===== src/sv/acs_pkg.sv =====
// Shared constants, register codes and controller/datapath interface types
// for the anchor chaining score block. No dependencies.

package acs_pkg;

    // Number of predecessor anchors held in the look-back window.
    localparam int WINDOW_DEPTH = 32;
    localparam int IDX_W        = (WINDOW_DEPTH > 1) ? $clog2(WINDOW_DEPTH) : 1;
    localparam int COUNT_W      = $clog2(WINDOW_DEPTH + 1);

    // Field widths.
    localparam int POS_W   = 31;
    localparam int SCORE_W = 31;
    localparam int K_W     = 8;
    localparam int COEF_W  = 16;
    localparam int PROD_W  = POS_W + COEF_W;
    localparam int FRAC_W  = 16;
    localparam int DIFF_W  = POS_W + 1;
    localparam int BEST_W  = SCORE_W + 1;
    localparam int OFFER_W = SCORE_W + 2;

    // Configuration port.
    localparam int CFG_IDX_W  = 8;
    localparam int CFG_DATA_W = 16;

    localparam logic [CFG_IDX_W-1:0] REG_MATCH_BONUS_CAP = CFG_IDX_W'(0);
    localparam logic [CFG_IDX_W-1:0] REG_GAP_COEF_Q16    = CFG_IDX_W'(1);

    localparam logic [K_W-1:0]    K_RESET    = K_W'(15);
    localparam logic [COEF_W-1:0] COEF_RESET = COEF_W'(9830);

    // Commands from the controller to the datapath.
    typedef struct packed {
        logic             load;
        logic             issue;
        logic [IDX_W-1:0] rd_addr;
        logic             finish;
        logic [IDX_W-1:0] wr_addr;
    } acs_cmd_t;

    // Status from the datapath to the controller.
    typedef struct packed {
        logic pipe_busy;
    } acs_status_t;

endpackage


===== src/sv/acs_datapath.sv =====
// Datapath of the anchor chaining score block: configuration registers,
// window memory and the four-stage offer pipeline with the running maximum.
// Depends on acs_pkg.

module acs_datapath (
    input  logic                              clk,
    input  logic                              rst_n,
    input  logic                              cfg_we,
    input  logic [acs_pkg::CFG_IDX_W-1:0]     cfg_index,
    input  logic [acs_pkg::CFG_DATA_W-1:0]    cfg_data,
    input  logic [acs_pkg::POS_W-1:0]         ref_pos,
    input  logic [acs_pkg::POS_W-1:0]         query_pos,
    input  acs_pkg::acs_cmd_t                 cmd,
    output acs_pkg::acs_status_t              status,
    output logic [acs_pkg::SCORE_W-1:0]       score
);

    logic [acs_pkg::K_W-1:0]     k_reg;
    logic [acs_pkg::COEF_W-1:0]  coef_reg;
    logic [acs_pkg::POS_W-1:0]   x_reg;
    logic [acs_pkg::POS_W-1:0]   y_reg;

    logic [acs_pkg::POS_W-1:0]   win_ref   [acs_pkg::WINDOW_DEPTH];
    logic [acs_pkg::POS_W-1:0]   win_query [acs_pkg::WINDOW_DEPTH];
    logic [acs_pkg::SCORE_W-1:0] win_score [acs_pkg::WINDOW_DEPTH];

    logic v1_reg, v2_reg, v3_reg, v4_reg;

    logic [acs_pkg::POS_W-1:0]   rd_ref_reg;
    logic [acs_pkg::POS_W-1:0]   rd_query_reg;
    logic [acs_pkg::SCORE_W-1:0] rd_score_reg;

    logic [acs_pkg::DIFF_W-1:0]  dx_reg, dy_reg;
    logic [acs_pkg::DIFF_W-1:0]  dx_next, dy_next;
    logic [acs_pkg::SCORE_W-1:0] score2_reg;

    logic                        usable3_next, usable3_reg;
    logic [acs_pkg::POS_W-1:0]   dxm, dym, min_d;
    logic [acs_pkg::K_W-1:0]     alpha3_next, alpha3_reg;
    logic [acs_pkg::POS_W-1:0]   gap3_next, gap3_reg;
    logic [acs_pkg::SCORE_W-1:0] score3_reg;

    logic [acs_pkg::PROD_W-1:0]  prod;
    logic [acs_pkg::POS_W-1:0]   beta4_reg;
    logic                        usable4_reg;
    logic [acs_pkg::K_W-1:0]     alpha4_reg;
    logic [acs_pkg::SCORE_W-1:0] score4_reg;

    logic [acs_pkg::OFFER_W-1:0] offer;
    logic                        offer_wins;
    logic [acs_pkg::BEST_W-1:0]  best_reg, best_next;
    logic [acs_pkg::SCORE_W-1:0] final_score;
    logic [acs_pkg::SCORE_W-1:0] score_reg;

    // Configuration registers.
    always_ff @(posedge clk or negedge rst_n)
    begin
        if (!rst_n)
        begin
            k_reg    <= acs_pkg::K_RESET;
            coef_reg <= acs_pkg::COEF_RESET;
        end
        else if (cfg_we)
        begin
            unique case (cfg_index)
                acs_pkg::REG_MATCH_BONUS_CAP: k_reg    <= cfg_data[acs_pkg::K_W-1:0];
                acs_pkg::REG_GAP_COEF_Q16:    coef_reg <= cfg_data[acs_pkg::COEF_W-1:0];
                default: ;
            endcase
        end
    end

    // Current anchor, captured when the item is accepted.
    always_ff @(posedge clk)
    begin
        if (cmd.load)
        begin
            x_reg <= ref_pos;
            y_reg <= query_pos;
        end
    end

    // Window memory: one write port, one registered read port.
    always_ff @(posedge clk)
    begin
        if (cmd.finish)
        begin
            win_ref[cmd.wr_addr]   <= x_reg;
            win_query[cmd.wr_addr] <= y_reg;
            win_score[cmd.wr_addr] <= final_score;
        end
        if (cmd.issue)
        begin
            rd_ref_reg   <= win_ref[cmd.rd_addr];
            rd_query_reg <= win_query[cmd.rd_addr];
            rd_score_reg <= win_score[cmd.rd_addr];
        end
    end

    // Stage valid flags.
    always_ff @(posedge clk or negedge rst_n)
    begin
        if (!rst_n)
        begin
            v1_reg <= 1'b0;
            v2_reg <= 1'b0;
            v3_reg <= 1'b0;
            v4_reg <= 1'b0;
        end
        else
        begin
            v1_reg <= cmd.issue;
            v2_reg <= v1_reg;
            v3_reg <= v2_reg;
            v4_reg <= v3_reg;
        end
    end

    assign status.pipe_busy = v1_reg | v2_reg | v3_reg | v4_reg;

    // Stage two: coordinate differences, with a sign bit each.
    assign dx_next = {1'b0, x_reg} - {1'b0, rd_ref_reg};
    assign dy_next = {1'b0, y_reg} - {1'b0, rd_query_reg};

    // Stage three: usability, alpha and the diagonal gap.
    assign dxm = dx_reg[acs_pkg::POS_W-1:0];
    assign dym = dy_reg[acs_pkg::POS_W-1:0];
    assign usable3_next = !dx_reg[acs_pkg::DIFF_W-1] && (dxm != '0) &&
                          !dy_reg[acs_pkg::DIFF_W-1] && (dym != '0);
    assign min_d       = (dxm < dym) ? dxm : dym;
    assign alpha3_next = (min_d < acs_pkg::POS_W'(k_reg)) ?
                         min_d[acs_pkg::K_W-1:0] : k_reg;
    assign gap3_next   = (dym > dxm) ? (dym - dxm) : (dxm - dym);

    // Stage four: gap penalty in Q16, truncated.
    assign prod = acs_pkg::PROD_W'(gap3_reg) * acs_pkg::PROD_W'(coef_reg);

    always_ff @(posedge clk)
    begin
        dx_reg      <= dx_next;
        dy_reg      <= dy_next;
        score2_reg  <= rd_score_reg;

        usable3_reg <= usable3_next;
        alpha3_reg  <= alpha3_next;
        gap3_reg    <= gap3_next;
        score3_reg  <= score2_reg;

        beta4_reg   <= prod[acs_pkg::FRAC_W +: acs_pkg::POS_W];
        usable4_reg <= usable3_reg;
        alpha4_reg  <= alpha3_reg;
        score4_reg  <= score3_reg;
    end

    // Offer of one predecessor and the running maximum, which starts at k.
    assign offer = acs_pkg::OFFER_W'(score4_reg) + acs_pkg::OFFER_W'(alpha4_reg)
                 - acs_pkg::OFFER_W'(beta4_reg);
    assign offer_wins = !offer[acs_pkg::OFFER_W-1] &&
                        (offer[acs_pkg::BEST_W-1:0] > best_reg);

    always_comb
    begin
        best_next = best_reg;
        if (cmd.load)
            best_next = acs_pkg::BEST_W'(k_reg);
        else if (v4_reg && usable4_reg && offer_wins)
            best_next = offer[acs_pkg::BEST_W-1:0];
    end

    always_ff @(posedge clk)
    begin
        best_reg <= best_next;
    end

    // Saturate to the score width.
    assign final_score = best_reg[acs_pkg::BEST_W-1] ? '1 : best_reg[acs_pkg::SCORE_W-1:0];

    // Output register.
    always_ff @(posedge clk)
    begin
        if (cmd.finish)
            score_reg <= final_score;
    end

    assign score = score_reg;

endmodule


===== src/sv/acs_ctrl.sv =====
// Controller of the anchor chaining score block: handshakes, window
// occupancy, write slot and the scan sequence. Depends on acs_pkg.

module acs_ctrl (
    input  logic                 clk,
    input  logic                 rst_n,
    input  logic                 in_valid,
    input  logic                 chain_start,
    output logic                 in_stall,
    output logic                 out_valid,
    input  logic                 out_stall,
    input  acs_pkg::acs_status_t status,
    output acs_pkg::acs_cmd_t    cmd
);

    typedef enum logic [1:0] {
        S_IDLE,
        S_SCAN,
        S_DRAIN,
        S_DONE
    } state_t;

    state_t                          state_reg;
    logic [acs_pkg::COUNT_W-1:0]     rd_idx_reg;
    logic [acs_pkg::COUNT_W-1:0]     valid_count_reg;
    logic [acs_pkg::IDX_W-1:0]       wr_slot_reg;
    logic                            out_valid_reg;

    // Commands decoded from the state.
    always_comb
    begin
        cmd.load    = (state_reg == S_IDLE) && in_valid;
        cmd.issue   = (state_reg == S_SCAN);
        cmd.rd_addr = rd_idx_reg[acs_pkg::IDX_W-1:0];
        cmd.finish  = (state_reg == S_DONE) && (!out_valid_reg || !out_stall);
        cmd.wr_addr = wr_slot_reg;
    end

    assign in_stall  = (state_reg != S_IDLE);
    assign out_valid = out_valid_reg;

    // State, counters and the output valid flag.
    always_ff @(posedge clk or negedge rst_n)
    begin
        if (!rst_n)
        begin
            state_reg       <= S_IDLE;
            rd_idx_reg      <= '0;
            valid_count_reg <= '0;
            wr_slot_reg     <= '0;
            out_valid_reg   <= 1'b0;
        end
        else
        begin
            if (cmd.finish)
                out_valid_reg <= 1'b1;
            else if (!out_stall)
                out_valid_reg <= 1'b0;

            unique case (state_reg)
                S_IDLE:
                begin
                    if (in_valid)
                    begin
                        rd_idx_reg <= '0;
                        if (chain_start)
                        begin
                            // A new chain empties the window before scoring.
                            valid_count_reg <= '0;
                            wr_slot_reg     <= '0;
                            state_reg       <= S_DRAIN;
                        end
                        else if (valid_count_reg == '0)
                            state_reg <= S_DRAIN;
                        else
                            state_reg <= S_SCAN;
                    end
                end
                S_SCAN:
                begin
                    rd_idx_reg <= rd_idx_reg + acs_pkg::COUNT_W'(1);
                    if (rd_idx_reg == valid_count_reg - acs_pkg::COUNT_W'(1))
                        state_reg <= S_DRAIN;
                end
                S_DRAIN:
                begin
                    if (!status.pipe_busy)
                        state_reg <= S_DONE;
                end
                S_DONE:
                begin
                    if (cmd.finish)
                    begin
                        if (wr_slot_reg == acs_pkg::IDX_W'(acs_pkg::WINDOW_DEPTH - 1))
                            wr_slot_reg <= '0;
                        else
                            wr_slot_reg <= wr_slot_reg + acs_pkg::IDX_W'(1);
                        if (valid_count_reg != acs_pkg::COUNT_W'(acs_pkg::WINDOW_DEPTH))
                            valid_count_reg <= valid_count_reg + acs_pkg::COUNT_W'(1);
                        state_reg <= S_IDLE;
                    end
                end
                default: state_reg <= S_IDLE;
            endcase
        end
    end

endmodule


===== src/sv/anchor_chaining_score.sv =====
// Anchor chaining score, top level. An item scanned against n window entries
// (1 to 32) shows its score on out_valid once its offers leave the pipeline, and
// the next item is taken after that; a chain start or an empty window skips the
// scan. A result held by out_stall delays both. The window is read one entry per
// cycle into the four-stage offer pipeline. Asynchronous active-low reset empties
// the window and restores the default configuration; contents are kept.

module anchor_chaining_score (
    input  logic                              clk,
    input  logic                              rst_n,
    input  logic                              in_valid,
    output logic                              in_stall,
    input  logic [acs_pkg::POS_W-1:0]         ref_pos,
    input  logic [acs_pkg::POS_W-1:0]         query_pos,
    input  logic                              chain_start,
    output logic                              out_valid,
    input  logic                              out_stall,
    output logic [acs_pkg::SCORE_W-1:0]       score,
    input  logic                              cfg_valid,
    output logic                              cfg_ready,
    input  logic [acs_pkg::CFG_IDX_W-1:0]     cfg_index,
    input  logic [acs_pkg::CFG_DATA_W-1:0]    cfg_data
);

    acs_pkg::acs_cmd_t    cmd;
    acs_pkg::acs_status_t status;

    // Configuration writes are always taken.
    assign cfg_ready = 1'b1;

    acs_ctrl u_ctrl (
        .clk         (clk),
        .rst_n       (rst_n),
        .in_valid    (in_valid),
        .chain_start (chain_start),
        .in_stall    (in_stall),
        .out_valid   (out_valid),
        .out_stall   (out_stall),
        .status      (status),
        .cmd         (cmd)
    );

    acs_datapath u_datapath (
        .clk       (clk),
        .rst_n     (rst_n),
        .cfg_we    (cfg_valid && cfg_ready),
        .cfg_index (cfg_index),
        .cfg_data  (cfg_data),
        .ref_pos   (ref_pos),
        .query_pos (query_pos),
        .cmd       (cmd),
        .status    (status),
        .score     (score)
    );

endmodule


===== config.mk =====
export PLATFORM = sky130hd
export DESIGN_NAME = anchor_chaining_score
export DESIGN_NICKNAME = d
export VERILOG_FILES = /design/src/sv/acs_pkg.sv /design/src/sv/acs_datapath.sv /design/src/sv/acs_ctrl.sv /design/src/sv/anchor_chaining_score.sv
export SDC_FILE = /design/constraint.sdc
export NUM_CORES = 2
export LEC_CHECK = 0
export ABC_CLOCK_PERIOD_IN_PS = 10680
export BUFFER_PORTS_ARGS = -buffer_cell sky130_fd_sc_hd__buf_2
export CORE_MARGIN = 4
export CORE_UTILIZATION = 29
export DETAILED_ROUTE_END_ITERATION = 16
export SKIP_CTS_REPAIR_TIMING = 1
export SLEW_MARGIN = 20
export SYNTH_ARGS = -nofsm -noshare
export SYNTH_HDL_FRONTEND = slang
export SYNTH_SLANG_ARGS = --single-unit
export TNS_END_PERCENT = 30

===== constraint.sdc =====
create_clock -name clk -period 10.68 [get_ports clk]
set_input_delay 1.602 -clock clk [delete_from_list [all_inputs] [get_ports clk]]
set_output_delay 1.602 -clock clk [all_outputs]
set_load 0.1 [all_outputs]

Word level (Yosys, flattened, before mapping) --
Memory sizes are Yosys's and may differ from the RTL's. A register that Yosys moved wholly into a read port is not among the register bits. Index checks and enable logic that the tools add are counted.
Storage, ports and cells: output and inout bits 34, memories kept 3, bits of input ports 92, memory bits (writable) 2976, word-level logic and storage cells 120, flip-flop bits (word level) 410
Cells by class: add/sub/neg operators 10, multipliers 1, magnitude comparators 4, reductions and logical operators 29, equal/unequal tests 14, bitwise gates (word level) 3, muxes and demuxes 29
Memory list:
- u_datapath.win_query | words 32, bits a word 31, read ports 1, clocked after memory_dff 1, wr ports 1, line acs_datapath.sv:24 | logic [acs_pkg::POS_W-1:0] win_query [acs_pkg::WINDOW_DEPTH];
- u_datapath.win_ref | words 32, bits a word 31, read ports 1, clocked after memory_dff 1, wr ports 1, line acs_datapath.sv:23 | logic [acs_pkg::POS_W-1:0] win_ref [acs_pkg::WINDOW_DEPTH];
- u_datapath.win_score | words 32, bits a word 31, read ports 1, clocked after memory_dff 1, wr ports 1, line acs_datapath.sv:25 | logic [acs_pkg::SCORE_W-1:0] win_score [acs_pkg::WINDOW_DEPTH];
Operators by type and width (count):
- 2-to-1 mux 31 bit | 3
- subtractor 31 x 31 -> 32 bit | 2
- nonzero test 31 bit | 2
- subtractor 31 bit | 2
- multiplier 31 x 16 -> 47 bit | 1
- subtractor 32 x 31 -> 33 bit | 1
- adder 31 x 8 -> 32 bit | 1
- > comparator 32 bit | 1
- > comparator 31 bit | 1
- < comparator 31 bit | 1
- < comparator 31 x 8 -> 1 bit | 1
- 2-to-1 mux 6 bit | 5
- 2-to-1 mux 8 bit | 3
- case mux 6 bit (2 select lines) | 2
- 2-to-1 mux 5 bit | 4
- adder 6 x 1 -> 6 bit, second input constant | 2
- 2-to-1 mux 2 bit | 6
- != test 2 bit, second input constant | 6
- case mux 5 bit (2 select lines) | 1
- == test 8 x 1 -> 1 bit, second input constant | 1
- logical AND 1 bit | 8
- logical NOT 8 bit | 1
- case mux 2 bit (4 select lines) | 1
- AND reduction 4 bit | 2
- other kinds (17) | 32

Logic depth before layout (Yosys ltp) --
depth after elaboration 7, mapped depth 27, depth with buffers taken out 26

Cells and area by module --
From an unflattened synthesis, not the netlist that was laid out.
Unflattened totals: cells, all modules 8181, area, all modules 151447.8 µm²
By module, submodules not included:
- acs_datapath | area each 150073.9 µm², cells an instance 8030, sequential area each 101130.7 µm², instances 1
- acs_ctrl | area each 1362.6 µm², cells an instance 149, sequential area each 500.5 µm², instances 1
- anchor_chaining_score | area each 11.3 µm², cells an instance 2, sequential area each 0.0 µm², instances 1

Worst setup path before layout --
OpenSTA, ideal clock, no wires.
path type in2reg, start point input out_stall, end point memory u_datapath.win_query[13][0] in the netlist's numbering (enable), buffers on the path 0, data required time 10.134 ns, data arrival time 7.848 ns, setup time 0.546 ns, path slack 2.286 ns, stages on the path 3, cells stage by stage a21oi_1 nand2_1 nor2_1
On the way: longest elaborated chain between the ends 5
RTL lines:
- from (decl) | line anchor_chaining_score.sv:17 | input logic out_stall,
- logical NOT 1 bit | line acs_ctrl.sv:35 | cmd.finish = (state_reg == S_DONE) && (!out_valid_reg || !out_stall);
- logical OR 1 bit | line acs_ctrl.sv:35
- logical AND 1 bit | line acs_ctrl.sv:35
- 2-to-1 mux 1 bit | line acs_datapath.sv:86 | if (cmd.finish)
- 2-to-1 mux 1 bit (not written as such) | line acs_datapath.sv:89 | win_query[cmd.wr_addr] <= y_reg;
- to (decl) | line acs_datapath.sv:24
No other way between the ends.

Worst setup path in the final report --
start point register u_datapath.coef_reg[1] in the netlist's numbering, end point register u_datapath.beta4_reg[30] in the netlist's numbering
On the way: longest elaborated chain between the ends 1
RTL lines:
- from (decl) | line acs_datapath.sv:19 | logic [acs_pkg::COEF_W-1:0] coef_reg;
- from (signal assigned) | line acs_datapath.sv:61 | coef_reg <= acs_pkg::COEF_RESET;
- from (signal assigned) | line acs_datapath.sv:67 | acs_pkg::REG_GAP_COEF_Q16: coef_reg <= cfg_data[acs_pkg::COEF_W-1:0];
- multiplier 31 x 16 -> 47 bit | line acs_datapath.sv:136 | assign prod = acs_pkg::PROD_W'(gap3_reg) * acs_pkg::PROD_W'(coef_reg);
- named net u_datapath.prod (one bit) | line acs_datapath.sv:43 | logic [acs_pkg::PROD_W-1:0] prod;
- to (signal assigned) | line acs_datapath.sv:149 | beta4_reg <= prod[acs_pkg::FRAC_W +: acs_pkg::POS_W];
- to (decl) | line acs_datapath.sv:44 | logic [acs_pkg::POS_W-1:0] beta4_reg;
The timed path passes the listed nets, and every way through them passes these cells. A chain may end at the register's enable or synchronous reset.

==> metrics.md <==
| Metric | Value |
|---|---|
| Status | finished clean |
| Syn Nets | between 9000 and 10000 |
| CP arrival | ~9.0 ns |
| Maximum vdd ir drop | approximately 0.00021 V |
| Headroom to the max-slew limit | 0.2432 |
| Die Span X | between 700 and 800 µm |
| Internal power | approximately 32 mW |
| Synthesized area per cell | 18.52 µm² |
| Die ar. | 531900 µm² |
| Top flop regs | u_datapath.win_query: 992 flops, u_datapath.win_ref: 992 flops, u_datapath.win_score: 992 flops |
| Final net count | approximately 9300 |
| Max-Cap Viols | 0 |
| Pin count of the biggest net entering global routing | between 100 and 150 |
| First DRT Iteration DRCs | a little over 8000 |
| Ys Warns | 0 |
| Initial Util | 0.2915 |
| Std cell rows | 264 |
| Setup CP Type | flip-flop to flip-flop |
| Crit. End Element | flip-flop |
| Share of power burned in registers | 0.384 |
| Root buffer cell | clkbuf_16 |
| Worst R2R Setup Slack | around 2.5 ns |
| TNS Setup | 0 ns |
| Area growth from synthesis to layout | 14.40% |
| Comb pwr share | 0.355 |
| Num ports | ~130 |
| CTS tree | done |
| Top_reg_cell synth | edfxtp_1 |
| Global route overflow | 0 |
| Clock buffer depth | 4 |
| Clk slew on worst S/H paths | about 0.050 ns |
| Util after Layout | 0.3335 |
| Total power | a little under 50 mW |
| EDFF count, synth | between 3000 and 4000 |
| DR WL met3 | 29.19 mm |
| Synthesized area | about 150000 µm² |
| Cell taking the most area after synthesis | edfxtp_1 |
| Most frequent cells in the layout | 3170 x edfxtp_1, 930 x mux4_2, 714 x inv_1 |
| Final Wtd Congestion | 0.8460 |
| Post-synth top area share | 0.6309 |
| Fmax | 123.0 MHz |
| Inst Count DP | 14990 |
| Top Metal Used | met5 |
| Post-route ant nets | 0 |
| DIE HEIGHT | ~730 µm |
| Final Cell Area | 172600 µm² |
| Synth area leaders | edfxtp_1 63%, mux4_2 14%, fa_1 5.5% |
| Met2 Wirelength | a little under 200 mm |
| Number of global-route vias before repair | approximately 80000 |
| DR pass1 iterations | 6 |
| Clock period minus worst slack | between 8 and 9 ns |
| Crit path launch type | flip-flop |
| DR vias/cell | a little under 5 |
| Worst-Margin Slew | roughly 1.1 ns |
| Slew Viols, Final | 0 |
| CP Data Required Time | ~12 ns |
| Vias | 77390 |
| Metal1 wirelength | roughly 170 mm |
| Clock H-tree levels | 5 |
| Core ar. | ~520000 µm² |
| Routed WL per cell | between 20 and 30 µm |
| Hpwl dp | roughly 230 mm |
| Setup Skew | 0.09822 ns |
| Port bufs | between 100 and 150 |
| Number of buffers created by CTS | between 300 and 400 |
| Initial antenna violation count | 39 |
| DRC violations left | 0 |
| RSZ-0062 raised after global routing | no |
| Worst-Skew Late Latency | 0.96 ns |
| Cell Area, Placed | 160600 µm² |
| Post-synth ARST share | 0.01380 |
| Hold Violations, Final | 0 |
| Worst hold-check path type | flip-flop to flip-flop |
| Gr usage total | 0.1514 |
| Fin crit share | 0.7613 |
| Seq/Total Area, Yosys | 0.6736 |
| # setup viols final | 0 |
| Cell variety after synth | 85 |
| Net Switching | between 15 and 20 mW |
| CTS sink cnt | 3479 |
| CP max FO | 31 |
| Leak | 58.33 nW |
| Share of layout cells above drive strength 1 | 0.2232 |
| Non-filler cells, final | around 16000 |
| Drt total wl | 410.1 mm |
| Power density over the cells | 279.8 nW/µm² |
| Most common cell after layout, fill and taps aside | edfxtp_1 |
| Synth Register Bits | 3479 |
| First-pass GRT wire length | 588.7 mm |
| Switching part of the total | 0.3473 |
| Cell count after synthesis | 8148 |
| Clock network power share | 0.261 |
-- worst max-delay path, stage by stage (launching register included) --
cell	delay, ns
dfstp_2	1.04
nand2_1	0.19
fa_1	0.55
fa_1	0.52
fa_1	0.52
inv_1	0.06
fa_1	0.49
fa_1	0.49
inv_1	0.05
fa_1	0.49
inv_1	0.05
ha_1	0.31
and4_1	0.24
nand4_1	0.12
nand3b_1	0.24
a31oi_1	0.79
a211oi_2	0.23
a21oi_1	0.40
o21ai_1	0.24
o31a_1	0.39
o21ai_1	0.18
a21o_1	0.17
a21oi_1	0.08
xnor2_1	0.13
-- cell families after synthesis --
logic type / synth area share
other: 0.00002485
AO/OA/AOI/OAI: 0.02359
adder cells (fa/ha/maj): 0.08389
AND/OR/NAND/NOR: 0.03269
multiplexers: 0.1509
XOR/XNOR: 0.008533
buffers and inverters: 0.02673
flip-flops: 0.6736
-- cell usage after synthesis, drive strengths merged, types with 5 or more instances --
| master | n |
|---|---|
| xor2 | 47 |
| nand3 | 31 |
| mux2 | 124 |
| mux4 | 930 |
| mux2i | 43 |
| a211oi | 25 |
| xnor2 | 100 |
| o211ai | 10 |
| o21a | 38 |
| nand2b | 15 |
| a31o | 6 |
| a21o | 71 |
| edfxtp | 3170 |
| dfxtp | 261 |
| o21bai | 31 |
| a31oi | 28 |
| nor3 | 40 |
| buf | 98 |
| dfstp | 11 |
| nor2b | 24 |
| nor2 | 189 |
| and2 | 211 |
| a221oi | 5 |
| fa | 416 |
| a21oi | 153 |
| nand3b | 6 |
| ha | 346 |
| nor4 | 18 |
| clkbuf | 248 |
| o21ai | 126 |
| a21boi | 6 |
| inv | 715 |
| and3 | 13 |
| o31ai | 7 |
| nand4 | 37 |
| nand2 | 446 |
| dfrtp | 37 |
-- stage by stage --
step           worst slack [ns]  hold slack, ns
2_1_floorplan             2.286          0.3096
3_3_place_gp              2.540          0.3113
3_5_place_dp              2.500          0.3121
4_1_cts                   2.469          0.3162
5_1_grt                   2.087          0.3236
6_report                  2.550          0.3206
-- layout make-up --
class / instances / area, µm²
Multi-Input combinational cell: 3608 / 45540
Tap cell: 6916 / 8653
Clock buffer: 472 / 9759
Clock inverter: 192 / 2059
Sequential cell: 3479 / 101700
Timing Repair Buffer: 279 / 2215
Fill cell: 48740 / 345000
Inverter: 715 / 2689
Antenna cell: 13 / 32.53
-- final timing paths --
check                                     startpoint                         to  cells past startpoint
min in group asynchronous                      rst_n    u_datapath.coef_reg[15]                      2
max                           u_datapath.coef_reg[1]   u_datapath.beta4_reg[30]                     23
min                        u_datapath.score3_reg[11]  u_datapath.score4_reg[11]                      0
min reg2reg                u_datapath.score3_reg[11]  u_datapath.score4_reg[11]                      0
max in group asynchronous                      rst_n       u_ctrl.rd_idx_reg[1]                      2
max reg2reg                   u_datapath.coef_reg[1]   u_datapath.beta4_reg[30]                     23
-- metal layers --
metal,vias to the layer above,track usage
met2,3167,0.2511
met4,12,0.04074
li1,31930,-
met5,-,0
met1,41660,0.2072
met3,621,0.02366
-- power by group through the flow --
stage | clock, mW | combinational [mW] | sequential (mW)
finish | 12.6 | 17.1 | 18.6
global route | 13.5 | 18.5 | 18.7
CTS | 12.9 | 17.1 | 18.6
detailed placement | 0 | 17.0 | 18.9
global placement | 0 | 16.8 | 18.8
floorplan | 0 | 11.8 | 18.3
Note: power is estimated with default switching activity, not from simulation.
